### config.mk
export PLATFORM = sky130hd
export DESIGN_NAME = dhcp_option_tlv_parser_top_flat
export DESIGN_NICKNAME = d
export VERILOG_FILES = /design/src/dhcp_tlv_pkg.sv /design/src/dhcp_tlv_in_if.sv /design/src/dhcp_tlv_out_if.sv /design/src/dhcp_option_tlv_parser_top.sv /design/src/dhcp_tlv_core.sv /design/src/flat_wrapper.sv
export SDC_FILE = /design/constraint.sdc
export NUM_CORES = 1
export LEC_CHECK = 0
export BUFFER_PORTS_ARGS = -buffer_cell sky130_fd_sc_hd__buf_2
export CELL_PAD_IN_SITES_DETAIL_PLACEMENT = 0
export CELL_PAD_IN_SITES_GLOBAL_PLACEMENT = 1
export CORE_ASPECT_RATIO = 0.9
export CORE_MARGIN = 2
export CORE_UTILIZATION = 45
export CTS_BUF_LIST = sky130_fd_sc_hd__clkbuf_4 sky130_fd_sc_hd__clkbuf_8
export CTS_CLUSTER_SIZE = 14
export DETAILED_ROUTE_END_ITERATION = 12
export MAX_ROUTING_LAYER = met4
export PLACE_DENSITY = 0.82
export SLEW_MARGIN = 10
export SYNTH_ARGS = -nofsm -noshare
export SYNTH_HDL_FRONTEND = slang
export SYNTH_HIERARCHICAL = 1
export SYNTH_SLANG_ARGS = --single-unit
export TNS_END_PERCENT = 30
### constraint.sdc
create_clock -name clk -period 5 [get_ports clk]
set_input_delay 0.25 -clock clk [delete_from_list [all_inputs] [get_ports clk]]
set_output_delay 0.25 -clock clk [all_outputs]
set_load 0.01 [all_outputs]
### src/dhcp_tlv_pkg.sv
`timescale 1ns / 1ps
// ----------------------------------------------------------------------------
// dhcp_tlv_pkg
// Types and constants shared by the option-area TLV parser and its checker.
// ----------------------------------------------------------------------------
package dhcp_tlv_pkg;

    localparam int POS_W = 10;
    localparam logic [POS_W-1:0] POS_MAX = {POS_W{1'b1}};

    localparam logic [7:0] OPT_PAD       = 8'd0;
    localparam logic [7:0] OPT_END       = 8'd255;
    localparam logic [7:0] OPT_MSG_TYPE  = 8'd53;
    localparam logic [7:0] OPT_SERVER_ID = 8'd54;
    localparam logic [7:0] OPT_REQ_IP    = 8'd50;
    localparam logic [7:0] VIDX_MAX      = 8'd255;

    localparam logic [1:0] SRC_NONE   = 2'd0;
    localparam logic [1:0] SRC_YOUR   = 2'd1;
    localparam logic [1:0] SRC_CLIENT = 2'd2;
    localparam logic [1:0] SRC_REQ    = 2'd3;

    typedef enum logic [3:0] {
        PH_CODE  = 4'b0001,
        PH_LEN   = 4'b0010,
        PH_VALUE = 4'b0100,
        PH_END   = 4'b1000
    } phase_t;

    typedef struct packed {
        phase_t           phase;
        logic [7:0]       code;
        logic [7:0]       left;
        logic [7:0]       vidx;
        logic [POS_W-1:0] pos;
        logic [7:0]       type_val;
        logic [31:0]      server_val;
        logic [31:0]      req_val;
        logic             req_seen;
        logic [31:0]      your_addr;
        logic [31:0]      client_addr;
    } parse_state_t;

    typedef struct packed {
        logic [7:0]  message_type;
        logic [31:0] server_id;
        logic [31:0] requested_ip;
        logic [31:0] offered_ip;
        logic [1:0]  offered_source;
        logic        end_seen;
    } result_t;

endpackage

### src/dhcp_tlv_in_if.sv
`timescale 1ns / 1ps
// ----------------------------------------------------------------------------
// dhcp_tlv_in_if
// Request channel carrying one option-area byte and its header fields.
// ----------------------------------------------------------------------------
interface dhcp_tlv_in_if;
    logic        valid;
    logic        ready;
    logic [7:0]  opt_byte;
    logic        first_byte;
    logic        last_byte;
    logic [31:0] your_addr;
    logic [31:0] client_addr;

    modport source (
        output valid, opt_byte, first_byte, last_byte, your_addr, client_addr,
        input  ready
    );
    modport sink (
        input  valid, opt_byte, first_byte, last_byte, your_addr, client_addr,
        output ready
    );
endinterface

### src/dhcp_tlv_out_if.sv
`timescale 1ns / 1ps
// ----------------------------------------------------------------------------
// dhcp_tlv_out_if
// Result channel carrying the parsed summary of one message.
// ----------------------------------------------------------------------------
interface dhcp_tlv_out_if;
    logic        valid;
    logic        ready;
    logic [7:0]  message_type;
    logic [31:0] server_id;
    logic [31:0] requested_ip;
    logic [31:0] offered_ip;
    logic [1:0]  offered_source;
    logic        end_seen;

    modport source (
        output valid, message_type, server_id, requested_ip, offered_ip,
               offered_source, end_seen,
        input  ready
    );
    modport sink (
        input  valid, message_type, server_id, requested_ip, offered_ip,
               offered_source, end_seen,
        output ready
    );
endinterface

### src/dhcp_option_tlv_parser_top.sv
`timescale 1ns / 1ps
// ----------------------------------------------------------------------------
// dhcp_option_tlv_parser_top
// DHCP option-area TLV walker: one byte per request, one summary per message.
// ----------------------------------------------------------------------------
// result: res.valid rises when a last-byte request, held in the input register, is processed into the result register
// throughput: one request per cycle; the next parse state is computed combinationally
// from the input register, and a result register separates the result channel;
// a last byte stalls the input only while an earlier result is still unread
// reset: rst_n asynchronous active low, clears parse state and both valid flags
module dhcp_option_tlv_parser_top #(
    parameter int OPTION_AREA_BYTES = 308
) (
    input  logic             clk,
    input  logic             rst_n,
    dhcp_tlv_in_if.sink      opt,
    dhcp_tlv_out_if.source   res
);

    logic        s1_valid_reg;
    logic [7:0]  s1_byte_reg;
    logic        s1_first_reg;
    logic        s1_last_reg;
    logic [31:0] s1_your_reg;
    logic [31:0] s1_client_reg;

    logic                  out_valid_reg;
    dhcp_tlv_pkg::result_t out_data_reg;
    dhcp_tlv_pkg::result_t summary;

    logic out_free;
    logic process;
    logic take_in;

    assign out_free  = !out_valid_reg || res.ready;
    // a last byte waits in the input register while the result slot is full
    assign process   = s1_valid_reg && (!s1_last_reg || out_free);
    assign opt.ready = !s1_valid_reg || process;
    assign take_in   = opt.valid && opt.ready;

    dhcp_tlv_core #(
        .OPTION_AREA_BYTES(OPTION_AREA_BYTES)
    ) u_core (
        .clk        (clk),
        .rst_n      (rst_n),
        .step       (process),
        .opt_byte   (s1_byte_reg),
        .first_byte (s1_first_reg),
        .your_addr  (s1_your_reg),
        .client_addr(s1_client_reg),
        .summary    (summary)
    );

    always_ff @(posedge clk or negedge rst_n)
    begin
        if (!rst_n)
            s1_valid_reg <= 1'b0;
        else if (opt.ready)
            s1_valid_reg <= opt.valid;
    end

    always_ff @(posedge clk)
    begin
        if (take_in)
        begin
            s1_byte_reg   <= opt.opt_byte;
            s1_first_reg  <= opt.first_byte;
            s1_last_reg   <= opt.last_byte;
            s1_your_reg   <= opt.your_addr;
            s1_client_reg <= opt.client_addr;
        end
    end

    always_ff @(posedge clk or negedge rst_n)
    begin
        if (!rst_n)
            out_valid_reg <= 1'b0;
        else if (process && s1_last_reg)
            out_valid_reg <= 1'b1;
        else if (res.ready)
            out_valid_reg <= 1'b0;
    end

    always_ff @(posedge clk)
    begin
        if (process && s1_last_reg)
            out_data_reg <= summary;
    end

    assign res.valid          = out_valid_reg;
    assign res.message_type   = out_data_reg.message_type;
    assign res.server_id      = out_data_reg.server_id;
    assign res.requested_ip   = out_data_reg.requested_ip;
    assign res.offered_ip     = out_data_reg.offered_ip;
    assign res.offered_source = out_data_reg.offered_source;
    assign res.end_seen       = out_data_reg.end_seen;

endmodule

### src/dhcp_tlv_core.sv
`timescale 1ns / 1ps
// ----------------------------------------------------------------------------
// dhcp_tlv_core
// Parse state and one-byte TLV walk; gives the summary after the current byte.
// ----------------------------------------------------------------------------
module dhcp_tlv_core #(
    parameter int OPTION_AREA_BYTES = 308
) (
    input  logic                  clk,
    input  logic                  rst_n,
    input  logic                  step,
    input  logic [7:0]            opt_byte,
    input  logic                  first_byte,
    input  logic [31:0]           your_addr,
    input  logic [31:0]           client_addr,
    output dhcp_tlv_pkg::result_t summary
);

    localparam logic [dhcp_tlv_pkg::POS_W-1:0] AREA_LIMIT =
        dhcp_tlv_pkg::POS_W'(OPTION_AREA_BYTES);

    dhcp_tlv_pkg::parse_state_t st_reg;
    dhcp_tlv_pkg::parse_state_t st_next;
    dhcp_tlv_pkg::parse_state_t cur;
    dhcp_tlv_pkg::parse_state_t nxt;
    logic [31:0] placed;
    logic        place_ok;
    logic [7:0]  left_dec;

    always_comb
    begin
        cur = st_reg;
        // a new message starts from a clean parse with fresh header addresses
        if (first_byte)
        begin
            cur.phase       = dhcp_tlv_pkg::PH_CODE;
            cur.code        = '0;
            cur.left        = '0;
            cur.vidx        = '0;
            cur.pos         = '0;
            cur.type_val    = '0;
            cur.server_val  = '0;
            cur.req_val     = '0;
            cur.req_seen    = 1'b0;
            cur.your_addr   = your_addr;
            cur.client_addr = client_addr;
        end

        // address bytes land big-endian; bytes past the fourth drop out
        place_ok = (cur.vidx[7:2] == 6'd0);
        case (cur.vidx[1:0])
            2'd0:    placed = {opt_byte, 24'h0};
            2'd1:    placed = {8'h0, opt_byte, 16'h0};
            2'd2:    placed = {16'h0, opt_byte, 8'h0};
            default: placed = {24'h0, opt_byte};
        endcase
        left_dec = cur.left - 8'd1;

        nxt = cur;
        if (cur.phase != dhcp_tlv_pkg::PH_END && cur.pos < AREA_LIMIT)
        begin
            if (cur.pos != dhcp_tlv_pkg::POS_MAX)
                nxt.pos = cur.pos + dhcp_tlv_pkg::POS_W'(1);
            case (cur.phase)
                dhcp_tlv_pkg::PH_CODE:
                begin
                    if (opt_byte == dhcp_tlv_pkg::OPT_END)
                        nxt.phase = dhcp_tlv_pkg::PH_END;
                    else if (opt_byte != dhcp_tlv_pkg::OPT_PAD)
                    begin
                        nxt.code  = opt_byte;
                        nxt.phase = dhcp_tlv_pkg::PH_LEN;
                    end
                end
                dhcp_tlv_pkg::PH_LEN:
                begin
                    nxt.left = opt_byte;
                    nxt.vidx = '0;
                    if (cur.code == dhcp_tlv_pkg::OPT_SERVER_ID)
                        nxt.server_val = '0;
                    if (cur.code == dhcp_tlv_pkg::OPT_REQ_IP)
                    begin
                        nxt.req_val  = '0;
                        nxt.req_seen = 1'b1;
                    end
                    nxt.phase = (opt_byte == 8'd0) ? dhcp_tlv_pkg::PH_CODE
                                                   : dhcp_tlv_pkg::PH_VALUE;
                end
                dhcp_tlv_pkg::PH_VALUE:
                begin
                    if (cur.code == dhcp_tlv_pkg::OPT_MSG_TYPE && cur.vidx == 8'd0)
                        nxt.type_val = opt_byte;
                    else if (cur.code == dhcp_tlv_pkg::OPT_SERVER_ID && place_ok)
                        nxt.server_val = cur.server_val | placed;
                    else if (cur.code == dhcp_tlv_pkg::OPT_REQ_IP && place_ok)
                        nxt.req_val = cur.req_val | placed;
                    if (cur.vidx != dhcp_tlv_pkg::VIDX_MAX)
                        nxt.vidx = cur.vidx + 8'd1;
                    nxt.left = left_dec;
                    if (left_dec == 8'd0)
                        nxt.phase = dhcp_tlv_pkg::PH_CODE;
                end
                default: ;
            endcase
        end

        st_next = step ? nxt : st_reg;
    end

    always_comb
    begin
        summary.message_type = nxt.type_val;
        summary.server_id    = nxt.server_val;
        summary.requested_ip = nxt.req_val;
        summary.end_seen     = (nxt.phase == dhcp_tlv_pkg::PH_END);
        if (nxt.your_addr != 32'd0)
        begin
            summary.offered_ip     = nxt.your_addr;
            summary.offered_source = dhcp_tlv_pkg::SRC_YOUR;
        end
        else if (nxt.client_addr != 32'd0)
        begin
            summary.offered_ip     = nxt.client_addr;
            summary.offered_source = dhcp_tlv_pkg::SRC_CLIENT;
        end
        else if (nxt.req_seen)
        begin
            summary.offered_ip     = nxt.req_val;
            summary.offered_source = dhcp_tlv_pkg::SRC_REQ;
        end
        else
        begin
            summary.offered_ip     = 32'd0;
            summary.offered_source = dhcp_tlv_pkg::SRC_NONE;
        end
    end

    always_ff @(posedge clk or negedge rst_n)
    begin
        if (!rst_n)
        begin
            st_reg.phase       <= dhcp_tlv_pkg::PH_CODE;
            st_reg.code        <= '0;
            st_reg.left        <= '0;
            st_reg.vidx        <= '0;
            st_reg.pos         <= '0;
            st_reg.type_val    <= '0;
            st_reg.server_val  <= '0;
            st_reg.req_val     <= '0;
            st_reg.req_seen    <= 1'b0;
            st_reg.your_addr   <= '0;
            st_reg.client_addr <= '0;
        end
        else
        begin
            st_reg <= st_next;
        end
    end

endmodule

### src/flat_wrapper.sv
// flat-port wrapper written by rule: the top's interface ports become plain ports
module dhcp_option_tlv_parser_top_flat 
#(
    parameter int OPTION_AREA_BYTES = 308
)
  (clk, rst_n, opt_valid, opt_opt_byte, opt_first_byte, opt_last_byte, opt_your_addr, opt_client_addr, opt_ready, res_valid, res_message_type, res_server_id, res_requested_ip, res_offered_ip, res_offered_source, res_end_seen, res_ready);
  dhcp_tlv_in_if opt_i ();
  dhcp_tlv_out_if res_i ();
  input  logic clk;
  input  logic rst_n;
  input wire logic [$bits(opt_i.valid)-1:0] opt_valid;
  input wire logic [$bits(opt_i.opt_byte)-1:0] opt_opt_byte;
  input wire logic [$bits(opt_i.first_byte)-1:0] opt_first_byte;
  input wire logic [$bits(opt_i.last_byte)-1:0] opt_last_byte;
  input wire logic [$bits(opt_i.your_addr)-1:0] opt_your_addr;
  input wire logic [$bits(opt_i.client_addr)-1:0] opt_client_addr;
  output wire logic [$bits(opt_i.ready)-1:0] opt_ready;
  output wire logic [$bits(res_i.valid)-1:0] res_valid;
  output wire logic [$bits(res_i.message_type)-1:0] res_message_type;
  output wire logic [$bits(res_i.server_id)-1:0] res_server_id;
  output wire logic [$bits(res_i.requested_ip)-1:0] res_requested_ip;
  output wire logic [$bits(res_i.offered_ip)-1:0] res_offered_ip;
  output wire logic [$bits(res_i.offered_source)-1:0] res_offered_source;
  output wire logic [$bits(res_i.end_seen)-1:0] res_end_seen;
  input wire logic [$bits(res_i.ready)-1:0] res_ready;
  assign opt_i.valid = opt_valid;
  assign opt_i.opt_byte = opt_opt_byte;
  assign opt_i.first_byte = opt_first_byte;
  assign opt_i.last_byte = opt_last_byte;
  assign opt_i.your_addr = opt_your_addr;
  assign opt_i.client_addr = opt_client_addr;
  assign opt_ready = opt_i.ready;
  assign res_valid = res_i.valid;
  assign res_message_type = res_i.message_type;
  assign res_server_id = res_i.server_id;
  assign res_requested_ip = res_i.requested_ip;
  assign res_offered_ip = res_i.offered_ip;
  assign res_offered_source = res_i.offered_source;
  assign res_end_seen = res_i.end_seen;
  assign res_i.ready = res_ready;
  dhcp_option_tlv_parser_top #(.OPTION_AREA_BYTES(OPTION_AREA_BYTES)) u_core (.clk(clk), .rst_n(rst_n), .opt(opt_i), .res(res_i));
endmodule
# == After elaboration in Yosys (flattened, before gate mapping) ==
# Cells that the tools add are included.
# word_totals
out_inout_bits,109
register_bits,358
in_bits,78
# classes
eq_ne,13
n_reduce_logical,22
n_lt_le_gt_ge,1
add_sub_neg,3
n_bitwise,2
muxes,28
# ops
cell,n
two-way mux 175 bit,1
two-way mux 32 bit,4
case mux 64 bit (2 select lines),1
two-way mux 111 bit,1
two-way mux 34 bit,3
case mux 32 bit (3 select lines),1
two-way mux 64 bit,1
bitwise OR 32 bit,2
nonzero test 32 bit,2
two-way mux 8 bit,5
two-way mux 33 bit,1
case mux 16 bit (2 select lines),1
"equality test 8 x 6 -> 1 bit, second input constant",3
zero test 8 bit,3
two-way mux 12 bit,1
case mux 4 bit (3 select lines),1
"adder 10 x 1 -> 10 bit, second input constant",1
"< comparator 10 x 9 -> 1 bit, second input constant",1
two-way mux 10 bit,1
"inequality test 10 bit, second input constant",1
"adder 8 x 1 -> 8 bit, second input constant",1
"equality test 8 bit, second input constant",1
two-way mux 4 bit,2
"inequality test 8 bit, second input constant",1
17 further kinds,29

# == Longest topological paths before layout ==
# depth
depth_word,12
ltp_mapped,14

# == By module ==
# Netlist, hierarchy kept.
# modules_own_cells
module,instances,cells_per_inst,area_per_inst_um2,seq_area_each_um2
dhcp_tlv_core,1,1068,10577.6,4380.5
dhcp_option_tlv_parser_top,1,191,5556.6,5485.3

# == Worst setup path after synthesis ==
# OpenSTA, ideal clock, no wires.
# synth_timing
kind,reg-to-reg
start,"reg u_core.out_valid_reg, in the netlist u_core/res.valid"
end,"reg u_core.out_data_reg, in the netlist u_core/res.end_seen, enable pin"
setup_slack_ns,-0.593
setup_ns,0.573
arrival_ns,5.020
path_stages_with_launch,3
required_time_ns,4.427
path_cell_list,dfrtp_1 > nor2b_4 > nor2_1
# synth_between
elab_chain_cells,5
# synth_lines
item,line,text
"start, declared",dhcp_option_tlv_parser_top.sv:27,logic out_valid_reg;
"start signal, assigned",dhcp_option_tlv_parser_top.sv:77,out_valid_reg <= 1'b0;
"start signal, assigned",dhcp_option_tlv_parser_top.sv:79,out_valid_reg <= 1'b1;
"start signal, assigned",dhcp_option_tlv_parser_top.sv:81,out_valid_reg <= 1'b0;
zero test 1 bit,dhcp_option_tlv_parser_top.sv:35,assign out_free = !out_valid_reg || res.ready;
logical OR 1 bit,dhcp_option_tlv_parser_top.sv:35,
logical OR 1 bit,dhcp_option_tlv_parser_top.sv:37,assign process = s1_valid_reg && (!s1_last_reg || out_free);
logical AND 1 bit,dhcp_option_tlv_parser_top.sv:37,
logical AND 1 bit,dhcp_option_tlv_parser_top.sv:86,if (process && s1_last_reg)
"end signal, assigned",dhcp_option_tlv_parser_top.sv:87,out_data_reg <= summary;
"end, declared",dhcp_option_tlv_parser_top.sv:28,dhcp_tlv_pkg::result_t out_data_reg;
# Every way passes these cells.
# A chain may end at the register's enable or synchronous reset.

==> out/qor.yml <==
cts:
  clock-sinks: 358
  clkSlewWorstSetupHoldPaths_ns: 0.06
  root_buffer: "clkbuf_8"
  cts_setup_buffers: 0
  numCtsBuffers: 59
  tritoncts: "done"
  clock_latency_ns: 0.61
  htreeDepth: 2
  cts_buffer_depth: 3
synthesis:
  syn_area_um2: 16100
  yosys.cell_types.count: 73
  ys_warn_count: 6
  syn_inst: 1259
  synth_top_area_cell: "edfxtp_1"
  ys_top_cells_by_count: "edfxtp_1 (181), dfrtp_1 (176), a22o_1 (113)"
  ys_ff_latch: 358
  syn_avg_cell_area_um2: 12.8
  synth_most_common_cell: "edfxtp_1"
  synth.top_cell.area_share_pct: 33.7
  synth-edff-count: 181
  syn-num-nets: 1345
  ys_top_cells_by_area: "edfxtp_1 (34%), dfrtp_1 (27%), a22o_1 (6.1%)"
  synth_seq_area_share_pct: 61.1
  synthArstFlopShare_pct: 49.4
  synth_ff_type: "edfxtp_1"
global_routing:
  grt_pass1_vias: 11100
  track_usage_pct: 23.8
  antenna_found_initial: 0
  grt_pass1_wl_um: 65900
  overflow: 0
  grt_max_degree: 104
pwr:
  irDropWorstVdd_mv: 0.201
  p_leak_nw: 7.84
  p_per_area_nw_per_um2: 372
cells_and_area:
  drive_above_1_share_pct: 28.8
  largest_register_ff_count: 175
  nNetsFinal: 1539
  fin_area_um2: 19100
  fin_util_pct: 54.1
  diodes: 0
  area_delta_synth_final_pct: 18.2
floorplanning:
  io_pins: 187
  core_um2: 35200
  rows: 65
  start_util_pct: 45.8
  die_x_um: 204
  dieArea_um2: 37400
  die_h_um: 184
timing:
  worst_pin_slew_ns: 1.18
  slew-limit-headroom_pct: 21.2
  hold_viol: 0
  fin_crit_sh_pct: 63.5
  fin_tns_setup_ns: 0
  fin_crit_ns: 3.17
  rsz0062_at_grt: "no"
  finalSetupViolCount: 0
  drv_slew: 0
  fin_skew_ns: 0.0152
  fmax_mhz: 315
placed_design:
  gp_congestion: 0.918
  io_buffers: 186
  dp_hpwl_um: 28400
  dpl_cell_area_um2: 17000
route:
  wl_per_cell_um: 22.0
  ant_nets: 0
  drc: 0
  vias_per_cell: 5.77
  firstDrtPassIters: 5
  first_iter_violations: 1078
  drt-total-wl_um: 43500
  vias: 11400
worst_setup_path:
  worstPathMaxFanout: 82
  slowest_delay_ns: 0.64
  crit_type: "register to register"
  cp.required_ns: 5.47
  slowest_stage: "nor4_1"
  cp_cell_sequence: "buf_12 -> nor4_1 -> nand4_1 -> o22ai_1 -> nand2_1 -> buf_4 -> nor2_1 -> a311o_1"
  worst_ep_arrival_time_ns: 3.64
  start_kind: "register"
  end_kind: "register"
flow_run:
  maxCapViolCount: 0
status:
  status: "finished clean"
min_path:
  hold_class: "input pin to asynchronous set/reset pin"
## routing by layer
metal / wire (um) / part of all wire (%) / track usage, % / up-vias
li1: - / - / - / 5108
met1: 20000 / 46 / 34.7 / 5714
met2: 19400 / 45 / 33.7 / 485
met3: 2990 / 6.9 / 4.71 / 72
met4: 1020 / 2.4 / 6.83 / 0
met5: 0 / 0 / - / -
## kinds of logic after synthesis
kind of cell | count (synthesis) | share of synthesized area (%)
AND/OR/NAND/NOR | 291 | 9.68
flip-flops | 358 | 61.1
adder cells (fa/ha/maj) | 8 | 0.620
AO/OA/AOI/OAI | 297 | 13.8
buffers and inverters | 170 | 5.78
multiplexers | 128 | 8.56
XOR/XNOR | 7 | 0.380
## final timing paths
kind,slack (ns),cells past startpoint,start,endpoint
setup / recovery,1.83,8,u_core/s1_first_reg$_DFFE_PP_,u_core/res.offered_ip[17]$_DFFE_PP_
hold / removal,0.23,2,rst_n,u_core/s1_valid_reg$_DFFE_PN0P_
setup reg to reg,1.83,8,u_core/s1_first_reg$_DFFE_PP_,u_core/res.offered_ip[17]$_DFFE_PP_
hold reg to reg,0.49,2,u_core/u_core/st_reg[73]$_DFFE_PN0P_,u_core/u_core/st_reg[73]$_DFFE_PN0P_
max in group asynchronous,3.74,3,rst_n,u_core/u_core/st_reg[6]$_DFFE_PN0P_
min in group clk,0.35,2,opt_your_addr[26],u_core/s1_your_reg[26]$_DFFE_PP_
## power by group
group / switching [mW] / internal (mW)
sequential: 0.218 / 3.35
combinational: 0.445 / 0.377
clock: 1.18 / 1.52
total: 1.84 / 5.25
## cell usage in the layout (no fill, tap or decap), types with 4 or more instances in the layout
cell type,n
nand4_1,12
nor3_1,13
nand3_1,14
o2bb2ai_1,4
nand2_1,89
or2_2,5
nand2b_1,7
a31oi_1,6
and3_1,9
dfrtp_1,176
a32o_1,8
buf_2,185
nor3_2,4
ha_1,8
o21ai_1,6
o21ai_0,69
and2_1,12
bufinv_16,4
edfxtp_1,181
inv_1,16
a31o_2,13
nor2b_1,7
nor2_1,57
dlygate4sd3_1,78
clkinv_2,14
clkbuf_8,65
a311o_1,16
a22oi_1,6
a21oi_1,17
a22o_1,113
mux2i_1,48
mux2_2,80
xor2_1,4
buf_4,21
a211oi_1,4
clkbuf_4,15
nor4b_1,4
nor4_1,29
clkinv_1,9
## worst max-delay path: cells and delay by family, from the launching register on
| family | cells | cell delay, ns |
|---|---|---|
| simple gates | 4 | 1.48 |
| buf+inv | 2 | 0.59 |
| flops | 1 | 0.46 |
| compound gates | 2 | 0.39 |
## area by class of cell
cell class | instances | area, um2
tap | 469 | 587
inverter | 16 | 60.1
sequential | 358 | 9870
clock buffer | 80 | 1010
multi-input combinational | 731 | 5380
clock inverter | 31 | 255
timing repair buffer | 287 | 1920
fill | 2997 | 16100
## repair_timing
action / in CTS / in global routing
resized for setup: 0 / 0
endpoints found under the hold margin: 150 / 0
hold buffers: 78 / 0
setup endpoints to repair: 0 / 0
## through the flow
stage	instances	hold slack, ns	power [mW]	setup slack, ns
final	1972	0.233	7.10	1.83
after global routing	1972	0.298	7.39	1.53
after floorplan	1259	-0.0456	4.06	1.20
after CTS	1972	0.250	7.15	1.94
after detailed placement	1783	0.319	4.39	1.98
after global placement	1783	0.318	4.37	2.02
Note: power is estimated with default switching activity, not from simulation.
